### src/design/dfim_pkg.sv
// dfim_pkg: widths, reset values, register indexes, item codes and payload
// types of the depth filtered interval merge core.
// Depends on nothing; used by the channel interface and the core.
`default_nettype none

package dfim_pkg;

   // field widths
   localparam int unsigned PosWidth    = 31;
   localparam int unsigned DepthWidth  = 31;
   localparam int unsigned SeqWidth    = 16;
   localparam int unsigned PloidyWidth = 4;
   localparam int unsigned CsrIdxWidth = 2;
   localparam int unsigned CsrDataWidth = 31;

   // register reset values
   localparam logic [DepthWidth-1:0] DepthThresholdReset = DepthWidth'(10);
   localparam logic [PosWidth-1:0]   MergeGapReset       = '0;
   localparam logic                  MergeEnableReset    = 1'b1;

   // register indexes
   typedef enum logic [CsrIdxWidth-1:0] {
      CSR_DEPTH_THRESHOLD = 2'd0,
      CSR_MERGE_GAP       = 2'd1,
      CSR_MERGE_ENABLE    = 2'd2
   } csr_index_type;

   // item kind codes
   typedef enum logic {
      KIND_RECORD = 1'b0,
      KIND_FLUSH  = 1'b1
   } kind_type;

   typedef struct packed {
      logic                   kind;
      logic [DepthWidth-1:0]  read_depth;
      logic [SeqWidth-1:0]    seq_id;
      logic [PosWidth-1:0]    start_pos;
      logic [PosWidth-1:0]    end_pos;
      logic [PloidyWidth-1:0] ploidy;
   } req_payload_type;

   typedef struct packed {
      logic [SeqWidth-1:0]    out_seq_id;
      logic [PosWidth-1:0]    out_start;
      logic [PosWidth-1:0]    out_end;
      logic [PloidyWidth-1:0] out_ploidy;
   } rsp_payload_type;

endpackage

`default_nettype wire

### src/design/dfim_stream_if.sv
// dfim_stream_if: valid/ready channel carrying one payload per item.
// The payload type is a parameter; defaults come from dfim_pkg.
`default_nettype none

interface dfim_stream_if #(
   parameter type payload_type = dfim_pkg::req_payload_type
);
   logic        valid;
   logic        ready;
   payload_type payload;

   modport source (output valid, output payload, input ready);
   modport sink   (input valid, input payload, output ready);
endinterface

`default_nettype wire

### src/design/depth_filtered_interval_merge_core.sv
// depth_filtered_interval_merge_core: depth filter and gap merge of sorted
// variant records into intervals. Uses dfim_pkg and dfim_stream_if.
`default_nettype none

//  channel | direction | payload                                   | handshake
//  req     | in        | kind, read_depth, seq_id, start_pos,      | valid/ready
//          |           | end_pos, ploidy                           |
//  rsp     | out       | out_seq_id, out_start, out_end, out_ploidy| valid/ready
//  csr     | in        | csr_index, csr_wr_data                    | csr_wr_en
//
//  One item is taken each cycle while req is ready; its compare and window
//  update finish in the cycle it is accepted and any interval goes to the
//  result register, or the skid while that is held. A two-entry output buffer
//  (result register plus skid) keeps req ready while one interval waits; req
//  drops ready only when both are full. Synchronous active-high reset clears
//  the window and the buffer valid bits and loads the register reset values.

module depth_filtered_interval_merge_core (
   input  wire logic                               clock,
   input  wire logic                               reset,
   dfim_stream_if.sink                             req,
   dfim_stream_if.source                           rsp,
   input  wire logic                               csr_wr_en,
   input  wire logic [dfim_pkg::CsrIdxWidth-1:0]   csr_index,
   input  wire logic [dfim_pkg::CsrDataWidth-1:0]  csr_wr_data
);

   // configuration registers
   logic [dfim_pkg::DepthWidth-1:0] depth_threshold_ff;
   logic [dfim_pkg::PosWidth-1:0]   merge_gap_ff;
   logic                            merge_enable_ff;

   // window state
   logic                             window_open_ff,   window_open_in;
   logic [dfim_pkg::SeqWidth-1:0]    window_seq_ff,    window_seq_in;
   logic [dfim_pkg::PosWidth-1:0]    window_start_ff,  window_start_in;
   logic [dfim_pkg::PosWidth-1:0]    window_end_ff,    window_end_in;
   logic [dfim_pkg::PloidyWidth-1:0] window_ploidy_ff, window_ploidy_in;

   // output buffer
   logic                      out_valid_ff,  out_valid_in;
   logic                      skid_valid_ff, skid_valid_in;
   dfim_pkg::rsp_payload_type out_data_ff,   out_data_in;
   dfim_pkg::rsp_payload_type skid_data_ff,  skid_data_in;

   logic                      accept;
   logic                      take;
   logic                      emit;
   dfim_pkg::rsp_payload_type result;
   dfim_pkg::req_payload_type item;
   logic                      kept;
   logic                      close_window;
   logic [dfim_pkg::PosWidth:0] reach;

   assign item   = req.payload;
   assign accept = req.valid && req.ready;
   assign take   = rsp.valid && rsp.ready;

   // configuration writes
   always_ff @(posedge clock) begin
      if (reset) begin
         depth_threshold_ff <= dfim_pkg::DepthThresholdReset;
         merge_gap_ff       <= dfim_pkg::MergeGapReset;
         merge_enable_ff    <= dfim_pkg::MergeEnableReset;
      end else if (csr_wr_en) begin
         unique case (csr_index)
            dfim_pkg::CSR_DEPTH_THRESHOLD:
               depth_threshold_ff <= csr_wr_data[dfim_pkg::DepthWidth-1:0];
            dfim_pkg::CSR_MERGE_GAP:
               merge_gap_ff <= csr_wr_data[dfim_pkg::PosWidth-1:0];
            dfim_pkg::CSR_MERGE_ENABLE:
               merge_enable_ff <= csr_wr_data[0];
            default: ;
         endcase
      end
   end

   // window end plus gap, one bit wider
   assign reach = {1'b0, window_end_ff} + {1'b0, merge_gap_ff};
   assign kept  = item.read_depth >= depth_threshold_ff;
   assign close_window = (window_seq_ff != item.seq_id) ||
                         (window_ploidy_ff != item.ploidy) ||
                         (reach < {1'b0, item.start_pos});

   // item decision and window update
   always_comb begin
      window_open_in   = window_open_ff;
      window_seq_in    = window_seq_ff;
      window_start_in  = window_start_ff;
      window_end_in    = window_end_ff;
      window_ploidy_in = window_ploidy_ff;
      emit             = 1'b0;
      result.out_seq_id = window_seq_ff;
      result.out_start  = window_start_ff;
      result.out_end    = window_end_ff;
      result.out_ploidy = window_ploidy_ff;
      if (accept) begin
         if (item.kind == dfim_pkg::KIND_FLUSH) begin
            emit           = window_open_ff;
            window_open_in = 1'b0;
         end else if (kept) begin
            if (!merge_enable_ff) begin
               // pass-through leaves the window alone
               emit              = 1'b1;
               result.out_seq_id = item.seq_id;
               result.out_start  = item.start_pos;
               result.out_end    = item.end_pos;
               result.out_ploidy = item.ploidy;
            end else if (!window_open_ff || close_window) begin
               emit             = window_open_ff;
               window_open_in   = 1'b1;
               window_seq_in    = item.seq_id;
               window_start_in  = item.start_pos;
               window_end_in    = item.end_pos;
               window_ploidy_in = item.ploidy;
            end else begin
               if (item.start_pos < window_start_ff) begin
                  window_start_in = item.start_pos;
               end
               if (item.end_pos > window_end_ff) begin
                  window_end_in = item.end_pos;
               end
            end
         end
      end
   end

   // output register and skid stage
   always_comb begin
      out_valid_in  = out_valid_ff;
      out_data_in   = out_data_ff;
      skid_valid_in = skid_valid_ff;
      skid_data_in  = skid_data_ff;
      if (take) begin
         if (skid_valid_ff) begin
            out_data_in   = skid_data_ff;
            skid_valid_in = emit;
            skid_data_in  = result;
         end else begin
            out_valid_in = emit;
            out_data_in  = result;
         end
      end else if (emit) begin
         if (!out_valid_ff) begin
            out_valid_in = 1'b1;
            out_data_in  = result;
         end else begin
            skid_valid_in = 1'b1;
            skid_data_in  = result;
         end
      end
   end

   // control state
   always_ff @(posedge clock) begin
      if (reset) begin
         window_open_ff <= 1'b0;
         out_valid_ff   <= 1'b0;
         skid_valid_ff  <= 1'b0;
      end else begin
         window_open_ff <= window_open_in;
         out_valid_ff   <= out_valid_in;
         skid_valid_ff  <= skid_valid_in;
      end
   end

   // window contents reset to zero to match the window's defined reset
   always_ff @(posedge clock) begin
      if (reset) begin
         window_seq_ff    <= '0;
         window_start_ff  <= '0;
         window_end_ff    <= '0;
         window_ploidy_ff <= '0;
      end else begin
         window_seq_ff    <= window_seq_in;
         window_start_ff  <= window_start_in;
         window_end_ff    <= window_end_in;
         window_ploidy_ff <= window_ploidy_in;
      end
   end

   // payload registers
   always_ff @(posedge clock) begin
      out_data_ff  <= out_data_in;
      skid_data_ff <= skid_data_in;
   end

   assign req.ready   = !skid_valid_ff;
   assign rsp.valid   = out_valid_ff;
   assign rsp.payload = out_data_ff;

   // skid entry is only ever behind a held result
   a_skid_behind_out: assert property (@(posedge clock) disable iff (reset)
      skid_valid_ff |-> out_valid_ff)
      else $error("skid holds an item with no result in front");

   // a stalled skid entry stays
   a_skid_holds: assert property (@(posedge clock) disable iff (reset)
      (skid_valid_ff && !rsp.ready) |=> skid_valid_ff)
      else $error("skid item lost while output stalled");

   // a flush always closes the window
   a_flush_closes: assert property (@(posedge clock) disable iff (reset)
      (accept && item.kind == dfim_pkg::KIND_FLUSH) |=> !window_open_ff)
      else $error("window still open after flush");

   // pass-through records leave the window untouched
   a_pass_keeps_window: assert property (@(posedge clock) disable iff (reset)
      (accept && item.kind == dfim_pkg::KIND_RECORD && !merge_enable_ff)
      |=> (window_open_ff == $past(window_open_ff)) &&
          (window_end_ff == $past(window_end_ff)))
      else $error("pass-through record changed the window");

endmodule

`default_nettype wire

### src/flat_wrapper.sv
// flat-port wrapper written by rule: the top's interface ports become plain ports
module depth_filtered_interval_merge_core_flat 
  (clock, reset, csr_wr_en, csr_index, csr_wr_data, req_valid, req_payload, req_ready, rsp_valid, rsp_payload, rsp_ready);
  dfim_stream_if #(.payload_type(dfim_pkg::req_payload_type)) req_i ();
  dfim_stream_if #(.payload_type(dfim_pkg::rsp_payload_type)) rsp_i ();
  input  wire logic clock;
  input  wire logic reset;
  input  wire logic csr_wr_en;
  input  wire logic [dfim_pkg::CsrIdxWidth-1:0] csr_index;
  input  wire logic [dfim_pkg::CsrDataWidth-1:0] csr_wr_data;
  input wire logic [$bits(req_i.valid)-1:0] req_valid;
  input wire logic [$bits(req_i.payload)-1:0] req_payload;
  output wire logic [$bits(req_i.ready)-1:0] req_ready;
  output wire logic [$bits(rsp_i.valid)-1:0] rsp_valid;
  output wire logic [$bits(rsp_i.payload)-1:0] rsp_payload;
  input wire logic [$bits(rsp_i.ready)-1:0] rsp_ready;
  assign req_i.valid = req_valid;
  assign req_i.payload = req_payload;
  assign req_ready = req_i.ready;
  assign rsp_valid = rsp_i.valid;
  assign rsp_payload = rsp_i.payload;
  assign rsp_i.ready = rsp_ready;
  depth_filtered_interval_merge_core u_core (.clock(clock), .reset(reset), .req(req_i), .rsp(rsp_i), .csr_wr_en(csr_wr_en), .csr_index(csr_index), .csr_wr_data(csr_wr_data));
endmodule
### config.mk
export PLATFORM = sky130hd
export DESIGN_NAME = depth_filtered_interval_merge_core_flat
export DESIGN_NICKNAME = d
export VERILOG_FILES = /design/src/design/dfim_pkg.sv /design/src/design/dfim_stream_if.sv /design/src/design/depth_filtered_interval_merge_core.sv /design/src/flat_wrapper.sv
export SDC_FILE = /design/constraint.sdc
export NUM_CORES = 1
export LEC_CHECK = 0
export BUFFER_PORTS_ARGS = -buffer_cell sky130_fd_sc_hd__buf_2
export CAP_MARGIN = 20
export CORE_UTILIZATION = 43
export DETAILED_ROUTE_END_ITERATION = 7
export PLACE_DENSITY_LB_ADDON = 0.12
export SYNTH_ARGS = -nofsm -noshare
export SYNTH_HDL_FRONTEND = slang
export SYNTH_SLANG_ARGS = --single-unit
### constraint.sdc
create_clock -name clock -period 5.35 [get_ports clock]
set_input_delay 0.2675 -clock clock [delete_from_list [all_inputs] [get_ports clock]]
set_output_delay 0.2675 -clock clock [all_outputs]
set_load 0.02 [all_outputs]
Word-level counts from Yosys, hierarchy flattened. Cells that the tools add are included.

Bits in registers: 312. Bits in latches: 0. RAM bits: 0. Bits in read-only memories: 0. Input port bits: 152. Output and inout bits: 84. Word-level logic and storage cells: 89. Memories: 0.

Add/sub/neg operators: 1. Multipliers: 0. Divide/modulo/power cells: 0. Magnitude comparators: 4. Equality and inequality tests: 7. Shift operators: 0. Multiplexer cells: 32. Bitwise operators: 1. Reduce and logical (&&, ||, !) cells: 26.

Operators by type and width (number): $mux W82 (12); $mux W31 (4); $add A31 B31 Y32 (1); $lt A32 B31 Y1 (1); $ge A31 B31 Y1 (1); $gt A31 B31 Y1 (1); $lt A31 B31 Y1 (1); $mux W1 (16); $ne A16 B16 Y1 (1); $reduce_and A5 Y1 (3); $reduce_bool A2 Y1 (7); $reduce_and A2 Y1 (6); $ne A2 B2 Y1 const B (2); $ne A4 B4 Y1 (1); $reduce_and A4 Y1 (1); $logic_or A1 B1 Y1 (3); $reduce_and A3 Y1 (1); $eq A2 B1 Y1 const B (1); $eq A2 B2 Y1 const B (1); $logic_and A1 B1 Y1 (2); $logic_not A1 Y1 (2); $logic_not A2 Y1 (1); $ne A2 B1 Y1 const B (1); $not A1 Y1 (1).

Longest topological paths before layout. Gate-level depths: netlist of run 1.

Depth after elaboration: 11. Mapped depth: 21. Depth with buffers taken out: 20.

Least setup slack after synthesis of run 1. Ideal clock, no wire load.

Path type: reg-to-reg. From: register u_core.window_end_ff[0] (netlist name). To: register u_core.out_data_ff, in the netlist u_core.rsp.payload[0] (enable). Setup time: 0.405 ns. Arrival: 4.890 ns. Required time: 4.945 ns. Slack: 0.055 ns. Stages on the path, launching flop included: 20. Buffers on the path: 0. Period minus slack after synthesis: 5.295 ns. Cell sequence: dfxtp_1 ha_1 inv_1 fa_1 nor2b_1 o211ai_1 a21boi_0 o31a_1 a41o_1 a31oi_1 a311oi_1 ha_1 nand4_1 nor3_1 and4_1 and3_2 a2bb2oi_2 nand4_1 a21boi_0 mux2_2.

Longest elaborated chain between the ends: 11.

RTL lines: start, declared (RTL line depth_filtered_interval_merge_core.sv:37) `logic [dfim_pkg::PosWidth-1:0] window_end_ff, window_end_in;`; start signal, assigned (RTL line depth_filtered_interval_merge_core.sv:177) `window_end_ff <= window_end_in;`; $add A31 B31 Y32 (RTL line depth_filtered_interval_merge_core.sv:79) `assign reach = {1'b0, window_end_ff} + {1'b0, merge_gap_ff};`; $lt A32 B31 Y1 (RTL line depth_filtered_interval_merge_core.sv:83) `(reach < {1'b0, item.start_pos});`; $logic_or A1 B1 Y1 (RTL line depth_filtered_interval_merge_core.sv:82) `(window_ploidy_ff != item.ploidy) ||`; $logic_or A1 B1 Y1 (RTL line depth_filtered_interval_merge_core.sv:109) `end else if (!window_open_ff || close_window) begin`; $mux W1 (RTL line depth_filtered_interval_merge_core.sv:109); $mux W1 (RTL line depth_filtered_interval_merge_core.sv:102) `if (!merge_enable_ff) begin`; $mux W1 (RTL line depth_filtered_interval_merge_core.sv:101) `end else if (kept) begin`; $mux W1 (RTL line depth_filtered_interval_merge_core.sv:98) `if (item.kind == dfim_pkg::KIND_FLUSH) begin`; $mux W1 (RTL line depth_filtered_interval_merge_core.sv:97) `if (accept) begin`; $reduce_bool A2 Y1 (no source line); $reduce_and A2 Y1 (no source line); end signal, assigned (RTL line depth_filtered_interval_merge_core.sv:184) `out_data_ff <= out_data_in;`; end, declared (RTL line depth_filtered_interval_merge_core.sv:43) `dfim_pkg::rsp_payload_type out_data_ff, out_data_in;`.

Every way passes these cells. A chain may end at the register's enable or synchronous reset.

Worst setup path after layout of run 1.
From: register u_core.window_end_ff[0] (netlist name). To: register u_core.out_data_ff, in the netlist u_core.rsp.payload[38] (enable).

The elaborated chain is that of the path after synthesis.

==> results of run 1 <==
==> final cells by class <==
type                    count  area (µm²)  share of cell area
clock buffers              48       998.5             0.04993
clock inverters            18       178.9            0.008948
inverters                 134       503.0             0.02515
multi-input cells        1105        8152              0.4076
flip-flops and latches    312        7888              0.3944
well taps                 518       648.1             0.03241
repair buffers            276        1629             0.08147
==> worst min-delay path by stage <==
stage	endpoint	cells after the start	from	slack, ps
floorplan	u_core.window_open_ff	1	req_payload[113]	360
global placement	u_core.depth_threshold_ff[20]	2	u_core.depth_threshold_ff[20]	440
detailed placement	u_core.depth_threshold_ff[25]	2	u_core.depth_threshold_ff[25]	450
CTS	u_core.depth_threshold_ff[30]	3	csr_wr_data[30]	0.08
global route	u_core.merge_gap_ff[18]	3	csr_wr_data[18]	8
finish	u_core.depth_threshold_ff[30]	3	csr_wr_data[30]	20
==> synthesized netlist by cell type, types with 25 or more instances <==
| library cell | instances |
|---|---|
| a21o_1 | 25 |
| a21oi_1 | 107 |
| a22o_1 | 34 |
| a22o_2 | 29 |
| clkbuf_1 | 38 |
| dfxtp_1 | 148 |
| edfxtp_1 | 164 |
| ha_1 | 153 |
| inv_1 | 133 |
| mux2_2 | 105 |
| nand2_1 | 253 |
| nor2_1 | 33 |
| o21ai_0 | 94 |
| xnor2_1 | 37 |
==> flip-flops by register name, summed over array words and instances, names as in the netlist <==
name                       count
u_core.rsp.valid               1
u_core.window_end_ff          31
u_core.skid_valid_ff           1
u_core.window_ploidy_ff        4
u_core.rsp.payload            82
u_core.window_start_ff        31
u_core.depth_threshold_ff     31
u_core.merge_enable_ff         1
u_core.merge_gap_ff           31
u_core.skid_data_ff           82
u_core.window_open_ff          1
u_core.window_seq_ff          16
==> metrics by stage <==
step | utilization | instance area [µm²] | hold slack [ps]
6_report | 0.5174 | 20000 | 15.07
5_1_grt | 0.5174 | 20000 | 8.299
4_1_cts | 0.5173 | 19990 | 0.08010
3_5_place_dp | 0.4809 | 18590 | 447.7
3_3_place_gp | 0.4809 | 18590 | 443.1
2_1_floorplan | - | 16860 | 362.7
==> critical path: stages, from the launching register on <==
cell and delay (ps):
dfxtp_1 380, ha_1 210, inv_1 60, fa_1 400, nor2b_1 200, o211ai_1 110
a21boi_1 240, o31a_1 270, a41o_1 350, a31oi_1 160, a311oi_1 290, ha_1 310
nand4_1 140, nor3_1 70, and4_1 200, and3_2 220, a2bb2oi_2 180, nand4_1 180
a21boi_2 240, mux2_4 220, buf_12 220
==> where the power goes <==
part / total (W) / internal, W / switching, W / leakage (nW)
registers: 0.00266 / 0.00261 / 0.0000478 / 2.72
logic: 0.000734 / 0.000300 / 0.000434 / 4.97
clock network: 0.00246 / 0.00146 / 0.000992 / 0.568
total: 0.00585 / 0.00438 / 0.00147 / 8.25
==> layout by cell type, fill, tap and decap left out, drive strengths merged, types with 48 or more instances in the layout <==
master,instances
a21oi,107
a22o,63
buf,253
clkbuf,48
dfxtp,148
edfxtp,164
ha,153
inv,135
mux2,105
nand2,253
o21ai,95
==> what timing repair did <==
item	in CTS	in global routing
endpoints found under the hold margin	26	0
hold buffers	23	0
setup buffers	0	0
setup endpoints to repair	0	189
gates resized for setup	0	3
==> per-layer routing <==
layer / vias up / global-route usage / routed length [µm]
li1: 6348 / - / -
met1: 6033 / 0.3063 / 20930
met2: 318 / 0.3547 / 19990
met3: 76 / 0.03679 / 2194
met4: 8 / 0.06955 / 1219
met5: - / 0 / 57
==> logic make-up after synthesis <==
family | count (synthesis) | synth area share
buffers and inverters | 200 | 0.05120
DFF | 312 | 0.4678
and+or+nand+nor | 385 | 0.1004
AOI/OAI and AO/OA | 394 | 0.1593
muxes | 127 | 0.08319
xor gates and xnor gates | 45 | 0.02338
adders and majority gates | 154 | 0.1147
==> results.json, run 1 <==
{
  "irDropWorstVdd_uv": 167.3,
  "setup_viol": 0,
  "cp-start-kind": "flop",
  "fin_ws_ps": 330.3,
  "rsz0062_at_grt": "no",
  "place.port_buffers": 235,
  "num_rows": 72,
  "grt_usage": 0.2218,
  "yosysTopAreaCell": "edfxtp_1",
  "reg2reg_slack_ps": 330,
  "syn_inst": 1617,
  "layout.nets": 2171,
  "max_freq_ghz": 0.1992,
  "worstPathMaxFanout": 44,
  "antenna_found_initial": 5,
  "cp_data_arrival_time_ps": 5220,
  "dp_hpwl_um": 33470,
  "r2r_cells": 20,
  "die_x_um": 200.0,
  "clkTransAtPathRegs_ps": 60,
  "synthTopCellsByArea": "edfxtp_1, dfxtp_1, ha_1",
  "finalPower_w": 0.005852,
  "insertedDiodeCount": 0,
  "dp.cells": 2322,
  "tightest_slew_ps": 1030,
  "postRouteAntennaNets": 0,
  "synth-warning-count": 0,
  "synth_edf_count": 164,
  "overflow": 0,
  "dieArea_mm2": 0.04000,
  "crit_start": "u_core.window_end_ff[0]",
  "gp_congestion": 0.9307,
  "syn_nets": 1923,
  "post_drt_wl_per_cell_um": 18.41,
  "grt_pass1_vias": 12290,
  "endpoint_kind": "flop",
  "min_period_ps": 5020,
  "num_vias": 12780,
  "start_util": 0.4363,
  "syn_area_per_cell_um2": 10.43,
  "dr.pass1.iters": 5,
  "r2r_end": "u_core.rsp.payload[38]",
  "drt_iter0_drc": 647,
  "yosys_most_used_dff": "edfxtp_1",
  "synth_top_area_share": 0.2921,
  "hold_class": "input pin to flop",
  "clock_sinks": 312,
  "tritoncts": "built",
  "tns_ps": 0,
  "fp.coreArea_mm2": 0.03865,
  "synthesis.area_mm2": 0.01686,
  "routed_wl_um": 44390,
  "ys_types": 81,
  "relSlewSlack": 0.3131,
  "maxCapViolations": 0,
  "stdcell_count": 2411,
  "drive_gt1_frac": 0.2456,
  "insertion_delay_ps": 530,
  "pin_count": 236,
  "p_leak_nw": 8.253,
  "slew_viol_final": 0,
  "drc": 0,
  "crit_type": "flop to flop",
  "status": "completed",
  "final_hold_viol_count": 0,
  "cts-root-buf": "clkbuf_16",
  "power.density_mw_per_mm2": 292.7,
  "synth-seq-cells": 312,
  "clockBufferDepth": 3,
  "timing.final.crit_share": 0.9383,
  "fin_skew_ps": 22.69,
  "grt_pass1_wl_um": 68430,
  "ctsHtreeMaxLevel": 2,
  "fillCellCount": 3562,
  "grt_max_degree": 55,
  "synthArstFlopShare": 0,
  "die_y_um": 200.0,
  "syn_to_final_growth_pct": 18.60,
  "yosysSeqAreaShare": 0.4678,
  "endpoint": "u_core.rsp.payload[38]",
  "required_ps": 5550,
  "cts_inserted_buffers": 36,
  "place_ws_ps": 88.40,
  "via_per_inst": 5.302,
  "r2r-start": "u_core.window_end_ff[0]"
}
(Power assumes the default switching activity.)
==> run 2: changes to the inputs <==
--- a/config.mk
+++ b/config.mk
@@ -7,6 +7,7 @@
 export LEC_CHECK = 0
 export BUFFER_PORTS_ARGS = -buffer_cell sky130_fd_sc_hd__buf_2
 export CAP_MARGIN = 20
+export CORE_ASPECT_RATIO = 1.4
 export CORE_UTILIZATION = 43
 export DETAILED_ROUTE_END_ITERATION = 7
 export PLACE_DENSITY_LB_ADDON = 0.12
==> run 2 against run 1 <==
Compared with the run above:
- via count grew 0.20%
- clock power decreased by 2%
- non-clock buffer count grew 34
- critical path type unchanged
- critical endpoint is now u_core.rsp.payload[7]
==> results.json, run 2 (synthesis gave the netlist of run 1 again) <==
{
  "status": "completed",
  "hold_class": "input pin to flop",
  "crit_chain": "ha_1 -> and4_2 -> nand2_1 -> nor3_2 -> o21ai_0 -> o41ai_1 -> a31oi_1 -> mux2i_1 -> nand3_1 -> ha_1 -> nand4_1 -> nor3_1 -> and4_1 -> and3_2 -> a2bb2oi_2 -> nand4_1 -> a21boi_2 -> mux2_4 -> buf_12",
  "via_per_inst": 5.238,
  "insertedDiodeCount": 0,
  "p_sw_frac": 0.2487,
  "tightest_slew_ps": 986.9,
  "worstPathMaxFanout": 30,
  "grt_usage": 0.2104,
  "holdWs_ps": 23.48,
  "final_hold_viol_count": 0,
  "tritoncts": "built",
  "num_vias": 12810,
  "syn_to_final_growth_pct": 20.43,
  "cp_slowest_cell": "o41ai_1",
  "post_drt_wl_per_cell_um": 17.24,
  "clock_sinks": 312,
  "clockBufferDepth": 3,
  "endpoint_kind": "flop",
  "dieArea_mm2": 0.04002,
  "layout.nets": 2203,
  "tns_ps": 0,
  "dr.pass1.iters": 5,
  "layout_common_cells": "nand2_1, buf_2, edfxtp_1, ha_1, dfxtp_1",
  "p_comb_frac": 0.128,
  "min_period_ps": 5017,
  "num_rows": 85,
  "cp-start-kind": "flop",
  "maxCapViolations": 0,
  "fillCellCount": 3529,
  "drc": 0,
  "cellInternalPower_w": 0.004380,
  "routed_wl_um": 42140,
  "timing.final.crit_share": 0.9378,
  "antenna_found_initial": 0,
  "switchingPower_w": 0.001449,
  "place.port_buffers": 235,
  "cp_data_arrival_time_ps": 5230,
  "insertion_delay_ps": 530,
  "pwr-share-seq": 0.456,
  "clkPwrFrac": 0.416,
  "cts-root-buf": "clkbuf_16",
  "regArea_mm2": 0.007888,
  "grt_pass1_vias": 12480,
  "postRouteAntennaNets": 0,
  "drt_iter0_drc": 551,
  "fp.coreArea_mm2": 0.03850,
  "setup_viol": 0,
  "drive_gt1_frac": 0.2454,
  "final_common_cell": "nand2_1",
  "slew_viol_final": 0,
  "grt_pass1_wl_um": 66270,
  "clkTransAtPathRegs_ps": 60,
  "fin_skew_ps": 14.02,
  "power.density_mw_per_mm2": 287.1,
  "relSlewSlack": 0.3421,
  "ctsHtreeMaxLevel": 2,
  "grt_max_degree": 143,
  "cts_inserted_buffers": 34,
  "reg2reg_slack_ps": 330,
  "die_y_um": 236.3,
  "start_util": 0.4379,
  "required_ps": 5560,
  "irDropWorstVdd_uv": 234.3,
  "rsz0062_at_grt": "no",
  "max_freq_ghz": 0.1993,
  "pin_count": 236,
  "die_x_um": 169.4,
  "cpPeakStageDelay_ps": 640,
  "gp_congestion": 0.8519,
  "overflow": 0,
  "dp_hpwl_um": 31670,
  "multi_input_area_mm2": 0.008153,
  "p_leak_nw": 8.401,
  "crit_type": "flop to flop"
}
## run 2: critical path: cells and delay by family (launching register included)
kind / cells / cell delay [ps]
compound gates: 5 / 1450
fa+ha+maj: 2 / 720
buf+inv: 1 / 210
flops: 1 / 330
mux: 2 / 480
simple gates: 9 / 1460
## run 2: worst paths after layout
check,from,end,cells after the start
hold reg to reg,u_core.depth_threshold_ff[28],u_core.depth_threshold_ff[28],2
hold / removal,req_payload[21],u_core.window_end_ff[17],2
setup reg to reg,u_core.window_end_ff[12],u_core.rsp.payload[7],19
setup / recovery,u_core.window_end_ff[12],u_core.rsp.payload[7],19
## run 2: what timing repair did
item	CTS	global route
endpoints found under the setup margin	0	164
hold buffers	54	1
buffers inserted	0	4
endpoints found under the hold margin	66	1
gates resized for setup	0	4
## run 2: final cells by class
type | count | share of cell area
Clock inverter | 14 | 0.006963
Sequential cell | 312 | 0.3885
Timing Repair Buffer | 310 | 0.09551
Tap cell | 522 | 0.03217
Multi-Input combinational cell | 1105 | 0.4015
Inverter | 134 | 0.02477
Clock buffer | 48 | 0.05059
## run 2: power by group through the flow
stage          logic, W  registers, W  clock network [W]
2_1_floorplan  0.000413       0.00275                  0
3_3_place_gp   0.000696       0.00271                  0
3_5_place_dp   0.000708       0.00271                  0
4_1_cts        0.000744       0.00266            0.00249
5_1_grt        0.000830       0.00267            0.00258
6_report       0.000743       0.00266            0.00242
## run 2: metrics by stage
step	worst slack, ps	cells	power, W	area, µm²	util
2_1_floorplan	54.90	1617	0.003158	16860	-
3_3_place_gp	207.9	2324	0.003406	18550	0.4818
3_5_place_dp	62.60	2324	0.003421	18550	0.4818
4_1_cts	60.14	2440	0.005898	20260	0.5262
5_1_grt	14.76	2445	0.006081	20300	0.5274
6_report	332.5	2445	0.005829	20300	0.5274
## run 2: routing by layer
metal  up-vias  share of wire  track usage
met3        82          0.042      0.03087
met5         -              0            0
met2       307           0.49       0.3673
met4         0          0.032      0.07371
li1       6404              -            -
met1      6015           0.43       0.2623
